File: src/assert_macros.svh
// Assertion macros shared by the RTL that carries checks.
// Checks compile away when SYNTHESIS is defined.
`ifndef ASSERT_MACROS_SVH
`define ASSERT_MACROS_SVH
`ifndef SYNTHESIS
// prop must hold at every clock edge out of reset
`define ASSERT_CLK(label, clk_s, rst_n_s, prop) \
	label: assert property (@(posedge clk_s) disable iff (!rst_n_s) (prop)) \
		else $error("assertion failed");
// cond must never be true at a clock edge out of reset
`define ASSERT_NEVER(label, clk_s, rst_n_s, cond) \
	label: assert property (@(posedge clk_s) disable iff (!rst_n_s) !(cond)) \
		else $error("forbidden condition seen");
`else
`define ASSERT_CLK(label, clk_s, rst_n_s, prop)
`define ASSERT_NEVER(label, clk_s, rst_n_s, cond)
`endif
`endif

File: src/brbs_pkg.sv
// Shared constants, command codes and inter-module structs for the byte ring buffer.
// No dependencies.
package brbs_pkg;

	localparam int DEPTH  = 8192;
	localparam int IDX_W  = $clog2(DEPTH);
	localparam int CNT_W  = $clog2(DEPTH + 1);
	localparam int FILL_W = 14;
	localparam int STAT_W = 32;

	typedef enum logic [1:0] {
		CMD_PUSH  = 2'd0,
		CMD_POP   = 2'd1,
		CMD_CLEAR = 2'd2
	} cmd_t;

	// request from the pointer logic to the byte store
	typedef struct packed {
		logic             we;
		logic [IDX_W-1:0] waddr;
		logic [7:0]       wdata;
		logic             re;
		logic [IDX_W-1:0] raddr;
	} mem_req_t;

	// everything of a result except the popped byte
	typedef struct packed {
		logic              read_valid;
		logic              push_stored;
		logic [FILL_W-1:0] fill_level;
		logic [STAT_W-1:0] accepted_total;
		logic [STAT_W-1:0] overflow_total;
	} res_meta_t;

endpackage

File: src/brbs_ctrl.sv
// Pointer, fill and statistics logic: decodes one command per accepted item.
// Depends on brbs_pkg; drives brbs_store.
module brbs_ctrl (
	input  logic               clk,
	input  logic               arst_n,
	input  logic               en,
	input  logic [1:0]         cmd,
	input  logic [7:0]         push_byte,
	input  logic               output_enable,
	output brbs_pkg::mem_req_t req,
	output brbs_pkg::res_meta_t meta
);
	import brbs_pkg::*;

	logic [IDX_W-1:0]  wr_q, rd_q, wr_d, rd_d;
	logic [CNT_W-1:0]  cnt_q, cnt_d;
	logic [STAT_W-1:0] acc_q, ovf_q, acc_d, ovf_d;
	logic              full, empty;
	logic [IDX_W-1:0]  wr_next, rd_next;

	assign full    = (cnt_q == CNT_W'(DEPTH));
	assign empty   = (cnt_q == '0);
	assign wr_next = (wr_q == IDX_W'(DEPTH - 1)) ? '0 : wr_q + 1'b1;
	assign rd_next = (rd_q == IDX_W'(DEPTH - 1)) ? '0 : rd_q + 1'b1;

	always_comb begin
		wr_d  = wr_q;
		rd_d  = rd_q;
		cnt_d = cnt_q;
		acc_d = acc_q;
		ovf_d = ovf_q;
		req.we    = 1'b0;
		req.waddr = wr_q;
		req.wdata = push_byte;
		req.re    = 1'b0;
		req.raddr = rd_q;
		meta.read_valid  = 1'b0;
		meta.push_stored = 1'b0;
		unique case (cmd)
			CMD_PUSH: begin
				if (output_enable) begin
					if (!full) begin
						req.we           = en;
						wr_d             = wr_next;
						cnt_d            = cnt_q + 1'b1;
						acc_d            = acc_q + 1'b1;
						meta.push_stored = 1'b1;
					end else begin
						ovf_d = ovf_q + 1'b1;
					end
				end
			end
			CMD_POP: begin
				if (!empty) begin
					req.re          = en;
					rd_d            = rd_next;
					cnt_d           = cnt_q - 1'b1;
					meta.read_valid = 1'b1;
				end
			end
			CMD_CLEAR: begin
				wr_d  = '0;
				rd_d  = '0;
				cnt_d = '0;
			end
			default: begin
			end
		endcase
		meta.fill_level     = FILL_W'(cnt_d);
		meta.accepted_total = acc_d;
		meta.overflow_total = ovf_d;
	end

	always_ff @(posedge clk or negedge arst_n) begin
		if (!arst_n) begin
			wr_q  <= '0;
			rd_q  <= '0;
			cnt_q <= '0;
			acc_q <= '0;
			ovf_q <= '0;
		end else if (en) begin
			wr_q  <= wr_d;
			rd_q  <= rd_d;
			cnt_q <= cnt_d;
			acc_q <= acc_d;
			ovf_q <= ovf_d;
		end
	end

endmodule

File: config.mk
export PLATFORM = sky130hd
export DESIGN_NAME = brbs_ctrl
export DESIGN_NICKNAME = d
export VERILOG_FILES = /design/src/assert_macros.svh /design/src/brbs_pkg.sv /design/src/brbs_ctrl.sv
export SDC_FILE = /design/constraint.sdc
export NUM_CORES = 1
export LEC_CHECK = 0
export ABC_AREA = 1
export BUFFER_PORTS_ARGS = -buffer_cell sky130_fd_sc_hd__clkbuf_2
export CELL_PAD_IN_SITES_DETAIL_PLACEMENT = 0
export CELL_PAD_IN_SITES_GLOBAL_PLACEMENT = 1
export CORE_ASPECT_RATIO = 2
export CORE_MARGIN = 2
export CORE_UTILIZATION = 41
export CTS_CLUSTER_SIZE = 24
export DETAILED_ROUTE_END_ITERATION = 10
export GPL_TIMING_DRIVEN = 0
export PLACE_DENSITY = 0.87
export REMOVE_ABC_BUFFERS = 1
export SYNTH_ARGS = -nofsm -noshare
export SYNTH_HDL_FRONTEND = slang
export SYNTH_SLANG_ARGS = --single-unit
File: constraint.sdc
create_clock -name clk -period 2.5 [get_ports clk]
set_input_delay 0.375 -clock clk [delete_from_list [all_inputs] [get_ports clk]]
set_output_delay 0.375 -clock clk [all_outputs]
set_load 0.02 [all_outputs]
==> results of run 1 <==
-- repair_timing --
action	CTS	global route
resized for setup	152	239
hold endpoints to repair	38	0
setup endpoints to repair	78	70
hold buffers	1	0
pin swaps	37	61
buffers inserted	46	50
-- worst paths after layout --
path / end / start / cells past startpoint
max: meta[18] / output_enable / 12
min: acc_q[24]$_DFFE_PN0P_ / en / 2
max reg2reg: rd_q[3]$_DFFE_PN0P_ / cnt_q[1]$_DFFE_PN0P_ / 14
min reg2reg: acc_q[18]$_DFFE_PN0P_ / acc_q[18]$_DFFE_PN0P_ / 2
max in group asynchronous: wr_q[8]$_DFFE_PN0P_ / arst_n / 3
min in group asynchronous: ovf_q[4]$_DFFE_PN0P_ / arst_n / 2
-- power groups by stage --
stage                     Combinational [mW]  Sequential [mW]  Clock [mW]
final                                   3.27             2.26        1.48
after global routing                    3.53             2.30        1.57
after CTS                               2.60             2.26        1.51
after detailed placement                2.05             2.31           0
after global placement                  2.01             2.32           0
after floorplan                         1.36             2.29           0
-- per-stage QoR --
step                cell area, um^2  hold WS, ps  setup WS [ps]  util (%)
global route                  10500          396           -205      58.9
finish                        10500          371           -135      58.9
global placement               8050          485          -1540      45.3
detailed placement             8120          326           -601      45.6
floorplan                      7220         79.4            135         -
CTS                            9350          365           -121      52.5
-- layout make-up --
cell class              instances  area share (%)
clock inverters                 6           0.574
clock buffers                  10            2.28
inverters                     146            5.54
repair buffers                211            16.7
well taps                     213            2.55
multi-input cells             801            47.3
flip-flops and latches        104            25.1
-- cell usage in the layout, fill, tap and decap left out, types with 7 or more instances in the layout --
cell type,synthesis,layout
xor2_2,4,15
nand2_1,343,307
nand4_1,47,47
nand3_1,83,55
nor3_1,37,28
nand2_2,9,34
inv_1,136,121
a21oi_1,9,9
inv_2,9,15
clkbuf_16,0,9
nor2_2,3,11
dfrtp_2,0,18
buf_4,10,92
dfrtp_1,104,86
o21ai_0,65,58
buf_6,6,35
buf_8,0,8
clkbuf_8,0,7
o21ai_1,17,18
nor2_4,12,32
nand3_2,1,24
nor2_1,75,47
xor2_1,48,33
clkbuf_2,0,53
nand2_4,3,10
nor3_2,3,7
-- cells by family (layout without fill, tap and decap cells) --
| logic type | after synthesis | in the layout | share of synthesized area (%) |
|---|---|---|---|
| buf+inv | 185 | 373 | 10.5 |
| xor+xnor | 56 | 56 | 6.99 |
| simple gates | 634 | 634 | 38.7 |
| fa+ha+maj | 7 | 7 | 1.18 |
| compound gates | 104 | 104 | 7.67 |
| flops | 104 | 104 | 34.9 |
-- metal layers --
layer  global-route usage, %  part of all wire, %  vias up
met5                       0                    0        -
met4                    11.8                  4.7        0
met3                    3.13                  3.6       72
met2                    44.5                   56      218
met1                    24.8                   36     3807
li1                        -                    -     3827
-- flip-flops by register name, summed over array words and instances, names as in the netlist --
signal,count
wr_q,13
rd_q,13
ovf_q,32
acc_q,32
cnt_q,14
-- worst max-delay path, cell delays in order --
cell and delay, ps:
clkbuf_2 350, nand2_2 190, nor2_4 160, buf_12 160, nand3_4 160, nor2_4 180, nand2_4 100, nor2_4 160
nand2_1 80, nand2_1 80, and2_4 150, buf_8 100
==> metrics.md, run 1 <==
| Metric | Value |
|---|---|
| Share of synthesized registers carrying an async set or reset | `between 90% and 100%` |
| F_max | `~380 MHz` |
| Crit. End Element | `primary output` |
| Total number of vias | `7924` |
| Yosys reg bits | `roughly 100` |
| Final setup margin | `-135 ps` |
| Worst-Margin Slew | `approximately 680 ps` |
| Port Buffers | `113` |
| Routed wire length | `between 20000 and 25000 um` |
| Clk_skew | `17.0 ps` |
| Initial antenna violation count | `0` |
| Data arrival, critical path | `roughly 2300 ps` |
| Io pins | `130` |
| Fin cells | `~1500` |
| Num CTS Buffers | `9` |
| Cells after synthesis | `approximately 1100` |
| Final Power | `7.02 mW` |
| Root buf cell | `clkbuf_16` |
| Fin crit share | `105%` |
| Prevailing post-synth register cell | `dfrtp_1` |
| Global-route wire length before repair | `~37000 um` |
| Max-slew violations | `0` |
| Drt first pass iters | `5` |
| Placer Congestion | `0.904` |
| Sw Pwr | `3.02 mW` |
| Reg area | `about 2600 um^2` |
| Syn Area/Cell | `6.84 um^2` |
| P&R area growth vs syn | `40.5%` |
| Clk pwr share | `21.1%` |
| Layout cells sized above 1 | `around a third` |
| Setup TNS | `-1610 ps` |
| Placed cell count | `roughly 1400` |
| Unrepaired setup endpoints after global routing | `true` |
| Largest net degree at the start of global routing | `87` |
| CORE AREA | `roughly 18000 um^2` |
| Cell with the most instances after synthesis | `nand2_1` |
| Fill count | `~1700` |
| Sink Count | `about 100` |
| Leak | `4.98 nW` |
| Yosys cell types | `40` |
| Violated checks | `setup timing` |
| Max cap viols | `0` |
| Worst-path clk slew | `80 ps` |
| H-tree depth reported by CTS | `3` |
| Reg2reg setup slack | `200 ps` |
| Drt wl/cell | `16.2 um` |
| Setup CP Type | `in2out` |
| Area share of the largest cell type after synthesis | `34.9%` |
| Total GRT Usage | `23.6%` |
| Multi-input gate area | `4950 um^2` |
| CP Data Required Time | `about 2100 ps` |
| Remaining DRCs | `0` |
| Switching share of power | `43.0%` |
| Slew headroom | `roughly 55%` |
| Combinational power share | `approximately 47%` |
| Clk buf depth | `2` |
| Starting Density | `a little over two fifths` |
| Die span in y | `195 um` |
| Top cells by area, synth | `dfrtp_1, nand2_1, inv_1` |
| Part of the power in registers | `between 30% and 40%` |
| P_int | `4.00 mW` |
| Number of routed nets with antenna violations | `0` |
| Status | `finished with violations` |
| IR drop worst, VDD | `370 uV` |
| Die ar. | `19300 um^2` |
| Final hold vios | `0` |
| Via density | `5.31` |
| Die X | `99.3 um` |
| Synth warn | `0` |
| Dpl hpwl | `16000 um` |
| Setup violators final | `34` |
| GR Overflow Total | `0` |
| Power Dens Cells | `671 nW/um^2` |
| Nets | `1294` |
| Antenna fix cells | `0` |
| Synth area leader | `dfrtp_1` |
| Worst min path class | `in2reg` |
| Drt initial violations | `about 340` |
| Clock latency on the worst-skew pair | `370 ps` |
| Site Rows | `69` |
| Fin crit period | `2640 ps` |
| Vias in the first global route | `7516` |
| Startpoint type of the worst setup path | `primary input` |
| CP max FO | `12` |
| Most common library cells after synthesis | `nand2_1, inv_1, dfrtp_1` |
| Synthesized cell area | `~7500 um^2` |
| CTS tree | `built` |
| Sequential area share after synthesis | `34.9%` |
| Post-synth EDFFs | `0` |
Power figures use the tool's default switching activity.
==> inputs of run 2 (changes only) <==
--- a/config.mk
+++ b/config.mk
@@ -6,7 +6,7 @@
 export NUM_CORES = 1
 export LEC_CHECK = 0
 export ABC_AREA = 1
-export BUFFER_PORTS_ARGS = -buffer_cell sky130_fd_sc_hd__clkbuf_2
+export BUFFER_PORTS_ARGS = -buffer_cell sky130_fd_sc_hd__buf_2
 export CELL_PAD_IN_SITES_DETAIL_PLACEMENT = 0
 export CELL_PAD_IN_SITES_GLOBAL_PLACEMENT = 1
 export CORE_ASPECT_RATIO = 2
@@ -17,6 +17,7 @@
 export GPL_TIMING_DRIVEN = 0
 export PLACE_DENSITY = 0.87
 export REMOVE_ABC_BUFFERS = 1
+export SKIP_LAST_GASP = 1
 export SYNTH_ARGS = -nofsm -noshare
 export SYNTH_HDL_FRONTEND = slang
 export SYNTH_SLANG_ARGS = --single-unit
==> run 2 against run 1 <==
Net effect:
- die area did not move
- clock skew fell by 4.7 ps
- combinational power barely moved
- via count rose by 1.6%
- flip-flop and latch count did not move
- the run still ends with setup timing left
- design area rose by 3.5%
- sequential share of layout area fell by 0.83 points
==> metrics.md, run 2 (synthesis results as in run 1) <==
| Metric | Value |
|---|---|
| Via density | `5.29 (-0.51%)` |
| Most common cell after layout, fill and taps aside | `nand2_1` |
| Worst-path clk slew | `80 ps (about the same)` |
| Slew headroom | `21.1% (-34 points)` |
| Clk_skew | `12.3 ps (-4.70 ps)` |
| Power Dens Cells | `657 nW/um^2 (-2.1%)` |
| CORE AREA | `17800 um^2 (unchanged)` |
| Fin crit period | `2630 ps (-3.34 ps)` |
| Final Power | `7.11 mW (+1.3%)` |
| H-tree depth reported by CTS | `3 (unchanged)` |
| Placer Congestion | `0.900 (-0.51%)` |
| Dpl hpwl | `16000 um (about the same)` |
| Final hold vios | `0 (unchanged)` |
| Worst min path class | `in2reg` |
| Violated checks | `setup timing` |
| Combinational power share | `46.1% (-0.5 points)` |
| Placed cell area | `8110 um^2 (about the same)` |
| F_max | `380 MHz (+0.13%)` |
| Max-slew violations | `0 (unchanged)` |
| Starting Density | `41.9% (unchanged)` |
| Routed wire length | `24600 um (+1.9%)` |
| Layout cells sized above 1 | `36.7% (+1.7 points)` |
| Max cap viols | `0 (unchanged)` |
| Vias in the first global route | `7863 (+4.6%)` |
| Met1 Use GR | `24.3% (-0.43 points)` |
| Nets | `1326 (+2.5%)` |
| Drt first pass iters | `5 (unchanged)` |
| CP max FO | `8 (-4)` |
| GR Util met3 | `3.63% (+0.50 points)` |
| Setup CP Type | `reg2out` |
| Clk pwr share | `21.8% (+0.7 points)` |
| Die ar. | `19300 um^2 (unchanged)` |
| CP Data Required Time | `2120 ps (about the same)` |
| Switching share of power | `41.9% (-1.1 points)` |
| Worst-Margin Slew | `1180 ps (+508 ps)` |
| Io pins | `130 (unchanged)` |
| Total number of vias | `8053 (+1.6%)` |
| Fill count | `1617 (-2.1%)` |
| Leak | `5.23 nW (+5.1%)` |
| Sw Pwr | `2.98 mW (-1.3%)` |
| Num CTS Buffers | `9 (unchanged)` |
| Fin crit share | `105% (-0.13 points)` |
| CTS tree | `built` |
| Number of routed nets with antenna violations | `0 (unchanged)` |
| P&R area growth vs syn | `45.4%` |
| GR Overflow Total | `0 (unchanged)` |
| Status | `finished with violations` |
| Final setup margin | `-132 ps (+3.34 ps)` |
| Total GRT Usage | `24.3% (+0.71 points)` |
| Die X | `99.3 um (unchanged)` |
| Startpoint type of the worst setup path | `register` |
| Setup violators final | `41 (+21%)` |
| Crit. End Element | `primary output` |
| Clk buf depth | `2 (unchanged)` |
| Remaining DRCs | `0 (unchanged)` |
| Part of the power in registers | `32.1% (about the same)` |
| Most frequent cells in the layout | `nand2_1, buf_4, inv_1, dfrtp_1, nand3_1` |
| Antenna fix cells | `0 (unchanged)` |
| Root buf cell | `clkbuf_16` |
| Global-route wire length before repair | `38000 um (+3.8%)` |
| Drt wl/cell | `16.1 um (-0.20%)` |
| Port Buffers | `113 (unchanged)` |
| Largest net degree at the start of global routing | `78 (-10%)` |
| Largest regs | `acc_q: 32 flops, ovf_q: 32 flops, cnt_q: 14 flops` |
| GRT busiest layer | `met2` |
| Clock latency on the worst-skew pair | `360 ps (about the same)` |
| Initial antenna violation count | `0 (unchanged)` |
| IR drop worst, VDD | `473 uV (+28%)` |
| Met2 usage | `47.1% (+2.6 points)` |
| Sink Count | `104 (unchanged)` |
| Data arrival, critical path | `2260 ps (about the same)` |
| Drt initial violations | `351 (+2.6%)` |
| Unrepaired setup endpoints after global routing | `true` |
| P_int | `4.13 mW (+3.3%)` |
| Die span in y | `195 um (unchanged)` |
| Site Rows | `69 (unchanged)` |
| Post-route cell area | `10800 um^2 (+3.5%)` |
[run 2: cell types whose count changed in the layout (fill, tap and decap cells not counted), moves of 8 or more]
| cell | delta |
|---|---|
| nand2_2 | -10 |
| buf_8 | -8 |
| buf_2 | +44 |
| clkbuf_2 | -53 |
| buf_6 | +16 |
| buf_4 | +38 |
[run 2: through the flow]
step	hold WS, ps	setup TNS, ps	instances	setup WS (ps)	util, %
after global placement	485	-98400	1377	-1320	45.3
after global routing	396	-9170	1523	-255	60.9
after floorplan	79.4	0	1051	135	-
after CTS	384	-1950	1469	-135	54.0
after detailed placement	327	-3480	1379	-492	45.6
final	391	-2420	1523	-132	60.9
[run 2: what timing repair did]
action,CTS,global route
endpoints found under the setup margin,76,71
gates cloned,0,1
setup buffers,73,56
endpoints found under the hold margin,41,0
pin swaps,47,86
hold buffers,1,0
gates resized for setup,158,208
[run 2: area by class of cell]
type                            count  area [um^2]  share of cell area [%]
Clock inverter                      6         76.3                   0.705
Tap cell                          213          267                    2.46
Inverter                          146          578                    5.34
Sequential cell                   104         2630                    24.2
Multi-Input combinational cell    802         5030                    46.5
Clock buffer                       10          239                    2.21
Timing Repair Buffer              242         2010                    18.6
[run 2: worst max-delay path, cell delays in order, from the launching register on]
cell and delay [ps]:
dfrtp_1 400, inv_2 120, ha_4 150, nand2_4 70, nor2_4 170, nand2_8 120
buf_12 150, clkinv_8 40, nand2_8 80, nor2_4 190, nand3_1 110, nand2_2 120
inv_2 40, buf_6 120
[run 2: layer usage]
layer | wire (um) | part of all wire [%] | up-vias
li1 | - | - | 3884
met1 | 8560 | 35 | 3883
met2 | 14100 | 57 | 218
met3 | 880 | 3.6 | 68
met4 | 1030 | 4.2 | 0
met5 | 0 | 0 | -
[run 2: final timing paths]
check / start / to / slack (ps) / cells after the start
setup / recovery: cnt_q[1]$_DFFE_PN0P_ / meta[29] / -130 / 13
hold / removal: en / acc_q[18]$_DFFE_PN0P_ / 390 / 3
setup reg to reg: cnt_q[1]$_DFFE_PN0P_ / ovf_q[3]$_DFFE_PN0P_ / 120 / 16
hold reg to reg: acc_q[18]$_DFFE_PN0P_ / acc_q[18]$_DFFE_PN0P_ / 510 / 2
max in group asynchronous: arst_n / wr_q[7]$_DFFE_PN0P_ / 1300 / 3
min in group asynchronous: arst_n / ovf_q[4]$_DFFE_PN0P_ / 500 / 2
[run 2: power by group through the flow]
stage | clock (mW) | sequential [mW] | combinational [mW]
after floorplan | 0 | 2.29 | 1.36
after global placement | 0 | 2.31 | 2.01
after detailed placement | 0 | 2.32 | 2.04
after CTS | 1.59 | 2.25 | 2.70
after global routing | 1.64 | 2.32 | 3.56
final | 1.55 | 2.28 | 3.28
